--- src/hdl/lz4d_pkg.sv ---
`timescale 1ns / 1ps
// ----------------------------------------------------------------------------
// LZ4 block decompressor package
// Shared constants, decode phase codes, payload structs and run unit types.
// ----------------------------------------------------------------------------
package lz4d_pkg;

  localparam int WINDOW_DEPTH = 65536;
  localparam int DRAIN_BURST  = 64;
  localparam int WIN_AW       = $clog2(WINDOW_DEPTH);
  localparam int BURST_W      = $clog2(DRAIN_BURST + 1);
  localparam int SIZE_W       = 24;
  localparam int RUN_W        = 32;
  localparam int DIST_W       = 16;

  localparam logic [3:0]       NIBBLE_MAX     = 4'hF;
  localparam logic [7:0]       BYTE_MAX       = 8'hFF;
  localparam logic [RUN_W-1:0] MIN_MATCH      = 32'd4;
  localparam logic [RUN_W-1:0] MATCH_EXT_BASE = 32'd19;

  localparam logic [2:0] PH_TOKEN  = 3'd0;
  localparam logic [2:0] PH_LITEXT = 3'd1;
  localparam logic [2:0] PH_LIT    = 3'd2;
  localparam logic [2:0] PH_OFFLO  = 3'd3;
  localparam logic [2:0] PH_OFFHI  = 3'd4;
  localparam logic [2:0] PH_MEXT   = 3'd5;
  localparam logic [2:0] PH_COPY   = 3'd6;
  localparam logic [2:0] PH_DONE   = 3'd7;

  localparam logic [1:0] ERR_NONE   = 2'd0;
  localparam logic [1:0] ERR_BUSY   = 2'd1;
  localparam logic [1:0] ERR_OFFSET = 2'd2;
  localparam logic [1:0] ERR_DONE   = 2'd3;

  typedef struct packed {
    logic       mode;
    logic [7:0] in_byte;
    logic       in_last;
  } lz4d_in_t;

  typedef struct packed {
    logic [7:0] out_byte;
    logic       has_byte;
    logic       run_last;
    logic       copy_pending;
    logic       stream_done;
    logic [1:0] error_code;
  } lz4d_out_t;

  typedef enum logic {
    RU_ADD_SAT,
    RU_DEC
  } ru_op_e;

  typedef struct packed {
    ru_op_e           op;
    logic [RUN_W-1:0] a;
    logic [7:0]       b;
  } ru_req_t;

  typedef struct packed {
    logic [RUN_W-1:0] res;
    logic             zero;
  } ru_rsp_t;

endpackage

--- src/hdl/lz4d_run_unit.sv ---
`timescale 1ns / 1ps
// ----------------------------------------------------------------------------
// Run length unit
// Shared saturating add and decrement for literal and match run counts.
// ----------------------------------------------------------------------------
module lz4d_run_unit
  import lz4d_pkg::*;
(
  input  ru_req_t req_i,
  output ru_rsp_t rsp_o
);

  logic [RUN_W:0]   sum;
  logic [RUN_W-1:0] res;

  always_comb begin
    sum = {1'b0, req_i.a} + {{(RUN_W - 7){1'b0}}, req_i.b};
    case (req_i.op)
      RU_ADD_SAT: res = sum[RUN_W] ? {RUN_W{1'b1}} : sum[RUN_W-1:0];
      RU_DEC:     res = req_i.a - {{(RUN_W - 1){1'b0}}, 1'b1};
      default:    res = req_i.a;
    endcase
    rsp_o.res  = res;
    rsp_o.zero = (res == '0);
  end

endmodule

--- config.mk ---
export PLATFORM = sky130hd
export DESIGN_NAME = lz4d_run_unit
export DESIGN_NICKNAME = d
export VERILOG_FILES = /design/src/hdl/lz4d_pkg.sv /design/src/hdl/lz4d_run_unit.sv
export SDC_FILE = /design/constraint.sdc
export NUM_CORES = 1
export LEC_CHECK = 0
export BUFFER_PORTS_ARGS = -buffer_cell sky130_fd_sc_hd__buf_2
export CAP_MARGIN = 20
export CORE_UTILIZATION = 50
export DETAILED_ROUTE_END_ITERATION = 8
export PLACE_DENSITY = 0.78
export SETUP_SLACK_MARGIN = 0.2
export SYNTH_ARGS = -nofsm -noshare
export SYNTH_HDL_FRONTEND = slang
export SYNTH_SLANG_ARGS = --single-unit
--- constraint.sdc ---
create_clock -name vclk -period 15.4
set_input_delay 3.85 -clock vclk [all_inputs]
set_output_delay 3.85 -clock vclk [all_outputs]
set_load 0.05 [all_outputs]
==> impl_metrics.toml, run 1 <==
[final_layout]
seq_cells = 0
drive_gt1_share_pct = 25.5
nNetsFinal = 414
diodes = 0
final_common_cell = "buf_2"
regArea_um2 = 0
stdcell_area_um2 = 2370
areaGrowthSynthToFinish_pct = 17.2
clkbuf_count = 0
final_cell_mix = "74 x buf_2, 26 x nor2_1, 24 x nand2_1"

[critical_path]
critPathArrivalTime_ns = 7.48
critPathCaptureType = "primary output"
slowest_delay_ns = 0.63
worstPathRequired_ns = 11.55
worstSetupStartpointType = "input pin"
crit_chain = "buf_2 -> or4b_1 -> nor4_4 -> nand2_1 -> o21ai_2 -> a22oi_2 -> or4_1 -> or4_1 -> nor4_2 -> buf_2"
worstSetupPathType = "input pin to primary output"
cpMaxStageDelayCell = "or4b_1"
path_buf_inv = 2
cpLargestDelayFamily = "simple AND/OR/NAND/NOR gates"
path_max_fanout = 38

[logic_synthesis]
synth_cell_type_count = 71
synth-simple-area-share_pct = 42.5
synth_fa_ha_area_share_pct = 6.55
synth_mux_area_share_pct = 2.66
synth_compound_area_share_pct = 37.6
avgSynthCellArea_um2 = 6.62
synthTopCellsByArea = "ha_1 5.6%, a21oi_1 4.9%, nor2_1 4.8%, nand4_1 4.6%, nor3_1 4.4%"
yosys.area.top_type_share_pct = 5.56
netlist_area_um2 = 2020
synth_cells = 306
ys_seq_area_share_pct = 0
synth_warnings = 0
synth_nets = 357
synth_top_family_by_area = "simple AND/OR/NAND/NOR gates"
synth_top_area_cell = "ha_1"
synthXorXnorAreaFrac_pct = 4.76

[cts]
cts_setup_buffers = 0
holdBufCountCts = 0
post_cts_resized = 0

[sta]
fin_crit_sh_pct = 73.6
maxSlewHeadroom_pct = 28.3
worst_pin_slew_ns = 1.07
fin_setup_tns_ns = 0
slew_violations = 0
clock.fmax_ghz = 0.0882
finalHoldViolCount = 0
setup_viol = 0
fin_crit_ns = 11.33
rsz0062_at_grt = "false"

[route]
ant_nets = 0
drc = 0
vias = 2896
dr.pass1.iters = 5
wl_um = 7630
wl_per_cell_um = 18.7
vias_per_cell = 7.08
drtIter0Drc = 381

[floorplan]
die_h_um = 65.6
io_pins = 74
die-area_um2 = 4310
coreArea_um2 = 3770
die_w_um = 65.6
start_util_pct = 53.7
row_count = 22

[pwr]
power_leakage_nw = 0.909
finalPower_w = 0.0000855
power_density_nw_per_um2 = 36.1
peakVddDrop_mv = 0.0357

[grt]
overflow = 0
grt_pass1_wl_um = 11900
grt_pass1_vias = 2483
antenna_found_initial = 0
grt_usage_pct = 34.8
grt_max_degree = 39

[placement]
dp_hpwl_um = 5910
place.port_buffers = 74
place_area_um2 = 2370
place_congestion = 1.00

[job]
maxCapViolations = 0

[worst_hold_path]
hold_path_class = "input pin to primary output"

[status]
status = "completed"
[synth_stat cells (all sizes together) (5+ instances only)]
master / n
nor2: 26
nand2: 24
a21oi: 21
nor3: 18
nand3: 15
nand4: 15
clkbuf: 14
nor4: 14
or4: 11
ha: 9
o21ai: 9
inv: 8
xnor2: 7
a211oi: 6
and3: 6
buf: 6
o211ai: 6
a21o: 5
[layer usage]
layer,share of wire (%),global-route usage [%]
met5,0,0
met4,1.1,6.52
met3,9.7,5.56
met2,44,55.5
met1,45,48.8
[power breakdown]
group           total, W  internal, W  switching, W
Combinational  0.0000855    0.0000249     0.0000606
Clock                  0            0             0
Sequential             0            0             0
Total          0.0000855    0.0000249     0.0000606
[metrics by stage]
stage	hold WS, ns	worst slack, ns	std cells	utilization [%]
6_report	8.12	4.07	409	62.9
5_1_grt	8.14	3.93	409	62.9
4_1_cts	8.12	4.14	409	62.9
3_5_place_dp	8.11	4.16	409	62.9
3_3_place_gp	8.11	4.20	409	62.9
2_1_floorplan	7.85	3.96	306	-
[cell type report]
cell class,instances,area [µm²]
repair buffers,75,378
well taps,48,60.1
inverters,8,30.0
fillers,369,1400
multi-input cells,278,1900
[cells by family after synthesis]
kind of cell	count (synthesis)
xor gates and xnor gates	11
and+or+nand+nor	149
muxes	5
buffers and inverters	28
AOI/OAI and AO/OA	103
adders and majority gates	10
[worst paths after layout]
| kind | cells past startpoint | slack (ns) | endpoint | from |
|---|---|---|---|---|
| min | 3 | 8.12 | rsp_o[1] | req_i[8] |
| max | 10 | 4.07 | rsp_o[0] | req_i[40] |
Power figures use the tool's default switching activity.
==> run 2, diff against run 1 <==
- ABC_AREA: unset -> 1
- PLACE_DENSITY: 0.78 -> 0.76
- clock period: 15.4 -> 9.3 ns (I/O delays scaled with it)
==> impl_metrics.toml, run 2 <==
[status]
status = "completed"

[critical_path]
path_buf_inv = 2
worstSetupPathType = "input pin to primary output"
cpMaxStageDelayCell = "fa_1"
crit_chain = "buf_2 -> ha_1 -> fa_1 -> nand2_1 -> nand2_1 -> nand3_1 -> nand2_1 -> nand3_2 -> nand2_1 -> nand2_1 -> nand2_1 -> nor2_1 -> nand2_1 -> nor2_1 -> nand2_1 -> nor2_1 -> nand2_1 -> nor2_1 -> buf_2"
cp_common_cell = "nand2_1"
critPathCaptureType = "primary output"
worstPathRequired_ns = 6.98
cpLargestDelayFamily = "simple AND/OR/NAND/NOR gates"
critPathArrivalTime_ns = 4.93
worstSetupStartpointType = "input pin"
slowest_delay_ns = 0.46
path_max_fanout = 12

[final_layout]
seq_cells = 0
regArea_um2 = 0
clkbuf_count = 0
nNetsFinal = 722
fin_cells = 741
areaGrowthSynthToFinish_pct = 12.3
final_common_cell = "nand2_1"
stdcell_area_um2 = 3300
final_cell_mix = "225 x nand2_1, 87 x inv_1, 79 x nor2_1"
diodes = 0
fillers = 640
drive_gt1_share_pct = 18.1

[sta]
setup_viol = 0
fin_crit_sh_pct = 78.1
maxSlewHeadroom_pct = 45.2
clock.fmax_ghz = 0.138
setup_slack_ns = 2.04
slew_violations = 0
fin_setup_tns_ns = 0
finalHoldViolCount = 0
worst_pin_slew_ns = 0.821
rsz0062_at_grt = "false"
fin_crit_ns = 7.26

[logic_synthesis]
synth_warnings = 0
avgSynthCellArea_um2 = 4.79
yosysMostFrequentCell = "nand2_1"
netlist_area_um2 = 2940
synth_top_area_cell = "nand2_1"
yosys.area.top_type_share_pct = 28.7
synth_cell_type_count = 39
synthTopCellsByArea = "nand2_1 29%, nand3_1 12%, inv_1 11%, nor2_1 10%, ha_1 3.8%"
synth_nets = 665
synth_cells = 614
ys_seq_area_share_pct = 0
synth_common_cells = "225 x nand2_1, 87 x inv_1, 79 x nor2_1"

[grt]
grt_usage_pct = 34.9
overflow = 0
antenna_found_initial = 0
grt_pass1_vias = 3537
grt_max_degree = 31
grt_pass1_wl_um = 17200

[floorplan]
start_util_pct = 52.7
io_pins = 74
row_count = 27
coreArea_um2 = 5570
die_w_um = 78.7
die_h_um = 78.7
die-area_um2 = 6190

[pwr]
switching_power_w = 0.000140
pwr-share-seq_pct = 0
power_leakage_nw = 1.87
power_density_nw_per_um2 = 57.0
p_comb_share_pct = 100.0
peakVddDrop_mv = 0.0341
swShare_pct = 74.3
p_clk_share_pct = 0
intPower_w = 0.0000483

[worst_hold_path]
hold_path_class = "input pin to primary output"

[job]
maxCapViolations = 0

[route]
drc = 0
vias_per_cell = 5.40
wl_per_cell_um = 13.9
ant_nets = 0
vias = 4003
drtIter0Drc = 366
dr.pass1.iters = 5
wl_um = 10300

[cts]
holdBufCountCts = 0
cts_setup_buffers = 0
post_cts_resized = 0

[placement]
place_area_um2 = 3300
dp_hpwl_um = 8770
placed_cells = 741
place_congestion = 1.04
place.port_buffers = 74
dpl_worst_slack_ns = 2.06
[run 2: changes by cell type after synthesis, moves of 12 or more]
cell	change
nor3_1	-12
inv_1	+79
nand2_1	+201
nand3_1	+55
nor2_2	+13
nor2_1	+53
[run 2: final timing paths]
kind       from  endpoint  slack, ns  cells past startpoint
max    req_i[8]  rsp_o[0]       2.04                     19
min   req_i[13]  rsp_o[6]       5.19                      5
[run 2: cell families after synthesis]
group,after synthesis,share of synthesized area [%]
adder cells (fa/ha/maj),10,4.51
XOR/XNOR,13,3.87
buffers and inverters,109,14.9
AND/OR/NAND/NOR,447,70.2
AO/OA/AOI/OAI,35,6.47
[run 2: stage by stage]
step                      total power (W)  hold WS, ns  utilization (%)
final                            0.000188         5.19             59.2
after global routing             0.000205         5.22             59.2
after CTS                        0.000185         5.18             59.2
after detailed placement         0.000184         5.18             59.2
after global placement           0.000184         5.18             59.2
after floorplan                  0.000135         5.01                -
[run 2: power groups by stage]
| stage | Combinational, W | Sequential (W) | Clock, W |
|---|---|---|---|
| 3_5_place_dp | 0.000184 | 0 | 0 |
| 3_3_place_gp | 0.000184 | 0 | 0 |
| 5_1_grt | 0.000205 | 0 | 0 |
| 4_1_cts | 0.000185 | 0 | 0 |
| 2_1_floorplan | 0.000135 | 0 | 0 |
| 6_report | 0.000188 | 0 | 0 |
[run 2: layout make-up]
class | count | area, µm² | share of cell area, %
well taps | 72 | 90.1 | 2.73
multi-input cells | 505 | 2500 | 75.8
repair buffers | 74 | 370 | 11.2
inverters | 90 | 338 | 10.2
[run 2: per-layer routing]
| layer | share of wire, % | routed length (µm) | GRT usage, % |
|---|---|---|---|
| met1 | 46 | 4750 | 50.2 |
| met3 | 12 | 1230 | 7.56 |
| met5 | 0 | 0 | 0 |
| met2 | 41 | 4200 | 53.0 |
| met4 | 1.5 | 151 | 5.56 |
